$ cat src/rtl/core/smtp_env_pkg.sv
// ----------------------------------------------------------------------------
// smtp_env_pkg
// shared types, constants and helpers of the smtp envelope address extractor
// ----------------------------------------------------------------------------
package smtp_env_pkg;

   // longest address kept; longer ones are truncated
   localparam int AddrMax    = 511;
   localparam int CountWidth = $clog2(AddrMax + 1);
   localparam int LenWidth   = 9;
   localparam int PosWidth   = 4;

   localparam logic [PosWidth-1:0] MailLen = PosWidth'(11);
   localparam logic [PosWidth-1:0] RcptLen = PosWidth'(9);

   localparam logic [7:0] CharCr    = 8'h0d;
   localparam logic [7:0] CharLf    = 8'h0a;
   localparam logic [7:0] CharUpM   = 8'h4d;
   localparam logic [7:0] CharUpR   = 8'h52;
   localparam logic [7:0] CharLowA  = 8'h61;
   localparam logic [7:0] CharLowZ  = 8'h7a;
   localparam logic [7:0] CaseShift = 8'h20;

   typedef enum logic [2:0] {
      MODE_START    = 3'd0,
      MODE_MAIL     = 3'd1,
      MODE_RCPT     = 3'd2,
      MODE_CAP_FROM = 3'd3,
      MODE_CAP_TO   = 3'd4,
      MODE_SKIP     = 3'd5
   } mode_type;

   typedef enum logic [2:0] {
      EV_NONE        = 3'd0,
      EV_FROM_BYTE   = 3'd1,
      EV_TO_BYTE     = 3'd2,
      EV_FROM_COMMIT = 3'd3,
      EV_TO_COMMIT   = 3'd4,
      EV_ABORT       = 3'd5
   } event_type;

   // ascii lower case letters to upper case
   function automatic logic [7:0] fold_upper(input logic [7:0] c);
      if (c >= CharLowA && c <= CharLowZ) begin
         return c - CaseShift;
      end
      return c;
   endfunction

   // expected character of "MAIL FROM: " at position p
   function automatic logic [7:0] mail_char(input logic [PosWidth-1:0] p);
      logic [7:0] c;
      case (p)
         4'd0:    c = 8'h4d; // M
         4'd1:    c = 8'h41; // A
         4'd2:    c = 8'h49; // I
         4'd3:    c = 8'h4c; // L
         4'd4:    c = 8'h20; // space
         4'd5:    c = 8'h46; // F
         4'd6:    c = 8'h52; // R
         4'd7:    c = 8'h4f; // O
         4'd8:    c = 8'h4d; // M
         4'd9:    c = 8'h3a; // colon
         4'd10:   c = 8'h20; // space
         default: c = 8'h00;
      endcase
      return c;
   endfunction

   // expected character of "RCPT TO: " at position p
   function automatic logic [7:0] rcpt_char(input logic [PosWidth-1:0] p);
      logic [7:0] c;
      case (p)
         4'd0:    c = 8'h52; // R
         4'd1:    c = 8'h43; // C
         4'd2:    c = 8'h50; // P
         4'd3:    c = 8'h54; // T
         4'd4:    c = 8'h20; // space
         4'd5:    c = 8'h54; // T
         4'd6:    c = 8'h4f; // O
         4'd7:    c = 8'h3a; // colon
         4'd8:    c = 8'h20; // space
         default: c = 8'h00;
      endcase
      return c;
   endfunction

endpackage

$ cat src/rtl/core/smtp_envelope_address_extractor_top.sv
// ----------------------------------------------------------------------------
// smtp_envelope_address_extractor_top
// picks MAIL FROM / RCPT TO envelope addresses out of an smtp byte stream
// ----------------------------------------------------------------------------
//
//  channel | ports                              | direction | handshake
//  --------+------------------------------------+-----------+---------------------
//  req     | payload_byte, packet_direction,    | in        | valid high, stall low
//          | last_of_packet                     |           |
//  rsp     | event_res, address_byte,           | out       | valid high, stall low
//          | address_length                     |           |
//  csr     | write_enable, write_data           | in        | write enable high
//
//  one request per cycle sustained while the response is not stalled; each
//  request yields exactly one response, via the input register, then the
//  response register, which holds it until taken; the parser state steps
//  when a request leaves the input register, so apart from a response stall
//  the rate is set only by the single compare-and-count step between the two
//  synchronous active-high reset clears the parser and both valid flags
//  a stalled response holds its register; the input register still takes
//  a request while empty or while the response register is free or being drained
//
module smtp_envelope_address_extractor_top (
   input  logic       clock,
   input  logic       reset,
   // request channel
   input  logic       req_valid,
   output logic       req_stall,
   input  logic [7:0] req_payload_byte,
   input  logic       req_packet_direction,
   input  logic       req_last_of_packet,
   // response channel
   output logic       rsp_valid,
   input  logic       rsp_stall,
   output logic [2:0] rsp_event_res,
   output logic [7:0] rsp_address_byte,
   output logic [smtp_env_pkg::LenWidth-1:0] rsp_address_length,
   // configuration
   input  logic       csr_write_enable,
   input  logic       csr_write_data
);

   localparam int CW = smtp_env_pkg::CountWidth;
   localparam int PW = smtp_env_pkg::PosWidth;
   localparam int LW = smtp_env_pkg::LenWidth;

   // configuration register
   logic ignored_dir_ff;

   // input register
   logic       in_valid_ff;
   logic [7:0] in_byte_ff;
   logic       in_dir_ff;
   logic       in_last_ff;

   // parser state
   smtp_env_pkg::mode_type mode_ff, mode_in;
   logic [PW-1:0]          pos_ff, pos_in;
   logic [CW-1:0]          count_ff, count_in;
   logic                   recip_ff, recip_in;

   // response register
   logic                    rsp_valid_ff;
   smtp_env_pkg::event_type rsp_event_ff, rsp_event_in;
   logic [7:0]              rsp_byte_ff, rsp_byte_in;
   logic [LW-1:0]           rsp_len_ff, rsp_len_in;

   // handshake control
   logic out_free;
   logic in_free;
   logic step;

   // working values of the request in the input register
   logic          active;
   logic [7:0]    upper;
   logic          is_term;
   logic          is_mail;
   logic [PW-1:0] plen;
   logic [7:0]    want;
   logic [PW-1:0] pos_next;
   logic          count_full;

   assign out_free  = !rsp_valid_ff || !rsp_stall;
   assign in_free   = !in_valid_ff || out_free;
   assign step      = in_valid_ff && out_free;
   assign req_stall = !in_free;

   assign active     = in_dir_ff != ignored_dir_ff;
   assign upper      = smtp_env_pkg::fold_upper(in_byte_ff);
   assign is_term    = (in_byte_ff == smtp_env_pkg::CharCr)
                    || (in_byte_ff == smtp_env_pkg::CharLf);
   assign is_mail    = mode_ff == smtp_env_pkg::MODE_MAIL;
   assign plen       = is_mail ? smtp_env_pkg::MailLen : smtp_env_pkg::RcptLen;
   assign want       = is_mail ? smtp_env_pkg::mail_char(pos_ff)
                               : smtp_env_pkg::rcpt_char(pos_ff);
   assign pos_next   = pos_ff + PW'(1);
   assign count_full = count_ff >= CW'(smtp_env_pkg::AddrMax);

   // next parser state
   always_comb begin
      mode_in  = mode_ff;
      pos_in   = pos_ff;
      count_in = count_ff;
      recip_in = recip_ff;
      if (active) begin
         unique case (mode_ff)
            smtp_env_pkg::MODE_START: begin
               if (upper == smtp_env_pkg::CharUpM) begin
                  mode_in = smtp_env_pkg::MODE_MAIL;
                  pos_in  = PW'(1);
               end else if (upper == smtp_env_pkg::CharUpR && !recip_ff) begin
                  mode_in = smtp_env_pkg::MODE_RCPT;
                  pos_in  = PW'(1);
               end else begin
                  mode_in = smtp_env_pkg::MODE_SKIP;
               end
            end
            smtp_env_pkg::MODE_MAIL,
            smtp_env_pkg::MODE_RCPT: begin
               if (pos_ff >= plen || upper != want) begin
                  mode_in = smtp_env_pkg::MODE_SKIP;
               end else begin
                  pos_in = pos_next;
                  if (pos_next == plen) begin
                     mode_in  = is_mail ? smtp_env_pkg::MODE_CAP_FROM
                                        : smtp_env_pkg::MODE_CAP_TO;
                     count_in = '0;
                  end
               end
            end
            smtp_env_pkg::MODE_CAP_FROM,
            smtp_env_pkg::MODE_CAP_TO: begin
               if (is_term) begin
                  mode_in = smtp_env_pkg::MODE_SKIP;
                  if (mode_ff == smtp_env_pkg::MODE_CAP_FROM) begin
                     recip_in = 1'b0;
                  end else if (count_ff != '0) begin
                     recip_in = 1'b1;
                  end
               end else if (!in_last_ff && !count_full) begin
                  count_in = count_ff + CW'(1);
               end
            end
            default: begin
               mode_in = smtp_env_pkg::MODE_SKIP;
            end
         endcase
         // packet end in the active direction always re-arms the prefix match
         if (in_last_ff) begin
            mode_in = smtp_env_pkg::MODE_START;
            pos_in  = '0;
         end
      end
   end

   // response contents
   always_comb begin
      rsp_event_in = smtp_env_pkg::EV_NONE;
      rsp_byte_in  = '0;
      rsp_len_in   = '0;
      if (active) begin
         unique case (mode_ff)
            smtp_env_pkg::MODE_MAIL,
            smtp_env_pkg::MODE_RCPT: begin
               // prefix finished on the last byte: no terminator can follow
               if (pos_ff < plen && upper == want && pos_next == plen
                   && in_last_ff) begin
                  rsp_event_in = smtp_env_pkg::EV_ABORT;
               end
            end
            smtp_env_pkg::MODE_CAP_FROM,
            smtp_env_pkg::MODE_CAP_TO: begin
               if (is_term) begin
                  rsp_len_in   = LW'(count_ff);
                  rsp_event_in = (mode_ff == smtp_env_pkg::MODE_CAP_FROM)
                               ? smtp_env_pkg::EV_FROM_COMMIT
                               : smtp_env_pkg::EV_TO_COMMIT;
               end else if (in_last_ff) begin
                  rsp_event_in = smtp_env_pkg::EV_ABORT;
               end else if (!count_full) begin
                  rsp_byte_in  = in_byte_ff;
                  rsp_event_in = (mode_ff == smtp_env_pkg::MODE_CAP_FROM)
                               ? smtp_env_pkg::EV_FROM_BYTE
                               : smtp_env_pkg::EV_TO_BYTE;
               end
            end
            default: begin
               rsp_event_in = smtp_env_pkg::EV_NONE;
            end
         endcase
      end
   end

   // configuration
   always_ff @(posedge clock) begin
      if (reset) begin
         ignored_dir_ff <= 1'b0;
      end else if (csr_write_enable) begin
         ignored_dir_ff <= csr_write_data;
      end
   end

   // input register
   always_ff @(posedge clock) begin
      if (reset) begin
         in_valid_ff <= 1'b0;
      end else if (in_free) begin
         in_valid_ff <= req_valid;
      end
   end

   always_ff @(posedge clock) begin
      if (in_free && req_valid) begin
         in_byte_ff <= req_payload_byte;
         in_dir_ff  <= req_packet_direction;
         in_last_ff <= req_last_of_packet;
      end
   end

   // parser state
   always_ff @(posedge clock) begin
      if (reset) begin
         mode_ff  <= smtp_env_pkg::MODE_START;
         pos_ff   <= '0;
         count_ff <= '0;
         recip_ff <= 1'b0;
      end else if (step) begin
         mode_ff  <= mode_in;
         pos_ff   <= pos_in;
         count_ff <= count_in;
         recip_ff <= recip_in;
      end
   end

   // response register
   always_ff @(posedge clock) begin
      if (reset) begin
         rsp_valid_ff <= 1'b0;
      end else if (out_free) begin
         rsp_valid_ff <= in_valid_ff;
      end
   end

   always_ff @(posedge clock) begin
      if (step) begin
         rsp_event_ff <= rsp_event_in;
         rsp_byte_ff  <= rsp_byte_in;
         rsp_len_ff   <= rsp_len_in;
      end
   end

   assign rsp_valid          = rsp_valid_ff;
   assign rsp_event_res      = rsp_event_ff;
   assign rsp_address_byte   = rsp_byte_ff;
   assign rsp_address_length = rsp_len_ff;

endmodule
$ cat config.mk
export PLATFORM = sky130hd
export DESIGN_NAME = smtp_envelope_address_extractor_top
export DESIGN_NICKNAME = d
export VERILOG_FILES = /design/src/rtl/core/smtp_env_pkg.sv /design/src/rtl/core/smtp_envelope_address_extractor_top.sv
export SDC_FILE = /design/constraint.sdc
export NUM_CORES = 1
export LEC_CHECK = 0
export BUFFER_PORTS_ARGS = -buffer_cell sky130_fd_sc_hd__buf_2
export CAP_MARGIN = 20
export CORE_AREA = 5 5 100 102
export DETAILED_ROUTE_END_ITERATION = 12
export DIE_AREA = 0 0 105 107
export SLEW_MARGIN = 25
export SYNTH_ARGS = -nofsm -noshare
export SYNTH_HDL_FRONTEND = slang
export SYNTH_SLANG_ARGS = --single-unit
$ cat constraint.sdc
create_clock -name clock -period 4.8 [get_ports clock]
set_input_delay 0.48 -clock clock [delete_from_list [all_inputs] [get_ports clock]]
set_output_delay 0.48 -clock clock [all_outputs]
set_load 0.01 [all_outputs]
; ---- After elaboration in Yosys (flattened, before gate mapping)
; Memories as Yosys holds them, arrays and structs flattened. A register that Yosys moved wholly into a read port is not among the register bits.
; Index checks and enable logic that the tools add are counted.
[word_totals]
ff_bits = 50
n_memories = 2
out_inout_bits = 22
rom_bits = 224
inputBits = 16
wordCells = 113
[classes]
magnitude_cmp = 5
addsub = 3
n_eq_ne = 20
reduce_logical = 32
n_bitwise = 2
muxes = 36
[mem_list]
columns = name, depth, width, rd, rd_ports_with_merged_regs, wr, line
row1 = (no name shown), 16, 7, 1, 1, 0, smtp_env_pkg.sv:73  ; case (p)
row2 = (no name shown), 16, 7, 1, 1, 0, smtp_env_pkg.sv:53  ; case (p)
[op_table]
columns = op, n
row1 = $mux W9, 4
row2 = $mux W3, 11
row3 = $mux W4, 8
row4 = $mux W8, 3
row5 = $pmux W9 S2, 1
row6 = $eq A8 B4 Y1 const B, 2
row7 = $eq A8 B7 Y1 const B, 2
row8 = $reduce_and A5 Y1, 2
row9 = $add A9 B1 Y9 const B, 1
row10 = $ge A9 B9 Y1 const B, 1
row11 = $pmux W3 S3, 1
row12 = $reduce_bool A9 Y1, 1
row13 = $eq A8 B8 Y1, 1
row14 = $ge A8 B7 Y1 const B, 1
row15 = $le A8 B7 Y1 const B, 1
row16 = $logic_and A1 B1 Y1, 8
row17 = $ne A2 B2 Y1 const B, 4
row18 = $ne A4 B4 Y1 const B, 2
row19 = $ne A8 B8 Y1, 1
row20 = $pmux W4 S2, 1
row21 = $sub A8 B6 Y8 const B, 1
row22 = $logic_not A1 Y1, 7
row23 = $reduce_and A7 Y1, 1
row24 = $eq A3 B2 Y1 const B, 2
row25 = other kinds (20), 31

; ---- Longest topological paths before layout
[depth]
depth_word = 12
depth_mapped = 18
depth_no_buf = 15

; ---- Least setup slack after synthesis
; OpenSTA, ideal clock, no wires.
[synth_timing]
path_type = register to register
from = reg mode_ff[2]
to = reg with a tool-made name
t_required_ns = 4.683
path_buffers = 3
setup_time_ns = 0.117
arrival_time_ns = 3.136
path_slack_ns = 1.548
period_less_slack_ns = 3.252
path_stages_with_launch = 14
path_cell_list = dfxtp_1 > or3b_1 > buf_6 > clkinv_4 > buf_6 > mux2_1 > o211ai_1 > a311oi_2 > and2_1 > buf_4 > o311ai_1 > inv_1 > ha_1 > a22o_1
[synth_lines]
columns = item, line
row1 = from (decl), smtp_envelope_address_extractor_top.sv:57  ; smtp_env_pkg::mode_type mode_ff, mode_in;
row2 = from (signal assigned), smtp_envelope_address_extractor_top.sv:223  ; mode_ff <= smtp_env_pkg::MODE_START;
row3 = from (signal assigned), smtp_envelope_address_extractor_top.sv:228  ; mode_ff <= mode_in;

==> flow_metrics.tcl <==
set metrics [dict create \
    yosysMostFrequentCell "nor2_1" \
    synthMuxAreaShare_pct 2.359 \
    ff2ff_path_depth 14 \
    async_reset_ff_share_pct 0 \
    antennaDiodeCount 0 \
    placed_area_um2 3745 \
    ctsHoldBuffers 0 \
    synth_area_leaders "edfxtp_1 26%, dfxtp_1 19%, ha_1 5.0%" \
    synth_top_family_by_area "simple AND/OR/NAND/NOR gates" \
    synth.largest_area_cell "edfxtp_1" \
    ctsResizeCount 0 \
    period_share_pct 78.65 \
    overflow 0 \
    arrival_ps 4020 \
    layoutNonFillerInstCount 510 \
    tightest_slew_ps 932.2 \
    syn_area_per_cell_um2 9.725 \
    route.met2.wl_um 3660 \
    rsz0062_at_grt "false" \
    synth_ff_type "dfxtp_1" \
    coreArea_um2 9021 \
    die_h_um 107 \
    synth.top_cell.area_share_pct 25.73 \
    maxSlewHeadroom_pct 37.85 \
    cap_violations 0 \
    max_clock_freq_mhz 264.9 \
    start_kind "register" \
    seq_area_frac_synth_pct 45.18 \
    io_pins 38 \
    antenna_found_initial 0 \
    clock_skew_ps 13.63 \
    nets 425 \
    antenna_left 0 \
    netlist-cell-type-count 67 \
    syn_inst 360 \
    p_leak_nw 1.570 \
    drc 0 \
    design_area_um2 3984 \
    rrSetupSlack_ps 1020 \
    ys_ff_latch 64 \
    ir_worst_vdd_v 0.0001372 \
    synthesis.nets 391 \
    min_path_type "in2reg" \
    cts_root_buf "clkbuf_8" \
    vias 2717 \
    wl_met1_um 3730 \
    via_per_inst 5.327 \
    grt.total_usage_pct 14.22 \
    cts_setup_buffers 0 \
    grt_max_degree 22 \
    grt_pass1_wl_um 12780 \
    finalSetupViolCount 0 \
    drtIter0Drc 205 \
    drt-total-wl_um 7986 \
    synth_xor_area_share_pct 2.252 \
    path_class "reg2reg" \
    first_pass_iters 5 \
    portBuffers 37 \
    fin_setup_tns_ps 0 \
    start_util_pct 38.81 \
    p_per_area_nw_per_um2 311.6 \
    utilization_pct 44.16 \
    floorplan.rows 35 \
    period_needed_ps 3775 \
    cts_buffers 9 \
    yosysWarningCount 0 \
    cts.clk_slew.worst_paths_ps 80 \
    grt_pass1_vias 2559 \
    maxUsedRoutingLayer "met4" \
    synth_compound_area_share_pct 16.73 \
    dp_hpwl_um 6019 \
    htree_levels 3 \
    r2r_start "mode_ff[0]$_SDFFE_PP0P_" \
    maxSlewViolCount 0 \
    place_congestion 0.8443 \
    drive_gt1_share_pct 16.79 \
    syn_area_um2 3501 \
    synthAdderAreaFrac_pct 5.575 \
    synth_edf_count 30 \
    cts.sinks 64 \
    cts_tree "built" \
    dp_cells 494 \
    startpoint "mode_ff[0]$_SDFFE_PP0P_" \
    yosys.area_share.simple_pct 23.02 \
    worst_ep_required_time_ps 5050 \
    clk_path_buf_depth 2 \
    timing_hold_violations_final 0 \
    status "complete, no violations" \
    synthToLayoutAreaGrowth_pct 13.80 \
    cp_max_fo 12 \
    worstSetupEndpointType "register" \
    met3_length_um 411 \
    fin_hold_ws_ps 301.7 \
    hp-start "req_payload_byte[6]" \
    wl_per_cell_um 15.66 \
    synth_commonest_cells "38 x nor2_1, 34 x dfxtp_1, 30 x edfxtp_1, 24 x a21oi_1, 24 x nand2_1" \
    fillers 881 \
    die_w_um 105 \
    die-area_um2 11240 \
    clock_latency_ps 350 \
]
==> critical path, cell delays in order (launching register included) <==
cell	delay (ps)
dfxtp_1	510
or3b_1	560
clkinv_4	170
mux2_2	350
and3_1	190
a311oi_2	310
and2_1	340
nand4_1	110
o21ai_0	140
and2_1	250
inv_1	150
ha_1	260
inv_1	90
mux2i_1	70
a22o_1	170
==> power breakdown <==
part / total [mW] / switching, mW / internal, mW
Sequential: 0.606 / 0.0181 / 0.588
Clock: 0.536 / 0.226 / 0.309
Combinational: 0.0995 / 0.0607 / 0.0389
Total: 1.24 / 0.305 / 0.936
==> through the flow <==
step           setup slack, ps  total power [mW]
2_1_floorplan             1548            0.6823
3_3_place_gp              1188            0.7165
3_5_place_dp              1064            0.7174
4_1_cts                   1048             1.257
5_1_grt                  769.7             1.292
6_report                  1025             1.241
==> layout make-up <==
type / instances / area, um2 / area share [%]
clock buffers: 11 / 173.9 / 4.366
clock inverters: 5 / 65.06 / 1.633
inverters: 19 / 76.32 / 1.916
multi-input cells: 261 / 1748 / 43.88
flip-flops and latches: 64 / 1582 / 39.70
well taps: 111 / 138.9 / 3.486
repair buffers: 39 / 200.2 / 5.025
==> cell usage in the layout (no fill, tap or decap), drive strengths merged, types with 7 or more instances in the layout <==
| cell | count |
|---|---|
| nor2 | 38 |
| nand2b | 14 |
| edfxtp | 30 |
| ha | 14 |
| nand3 | 7 |
| nor2b | 7 |
| clkbuf | 11 |
| a21oi | 24 |
| o21ai | 10 |
| dfxtp | 34 |
| inv | 21 |
| and2 | 17 |
| nand2 | 24 |
| buf | 39 |
| and3 | 7 |
| nor3 | 12 |
==> cell families after synthesis <==
kind of cell | after synthesis
buf+inv | 35
compound gates | 80
flops | 64
simple gates | 149
mux | 8
fa+ha+maj | 15
xor+xnor | 9
==> routing by layer <==
metal	up-vias	GRT usage, %
met2	77	22.39
met5	-	0
met1	1253	18.67
met3	14	2.890
li1	1373	-
met4	0	6.758
==> worst min path at each step <==
| stage | to | slack (ps) | depth (start not counted) |
|---|---|---|---|
| floorplan | rsp_valid$_SDFFE_PP0P_ | 460 | 2 |
| global placement | rsp_valid$_SDFFE_PP0P_ | 480 | 2 |
| detailed placement | rsp_valid$_SDFFE_PP0P_ | 510 | 2 |
| CTS | in_byte_ff[6]$_DFFE_PP_ | 290 | 1 |
| global route | in_byte_ff[7]$_DFFE_PP_ | 300 | 1 |
| finish | in_byte_ff[6]$_DFFE_PP_ | 300 | 1 |
Note: power is estimated with default switching activity, not from simulation.
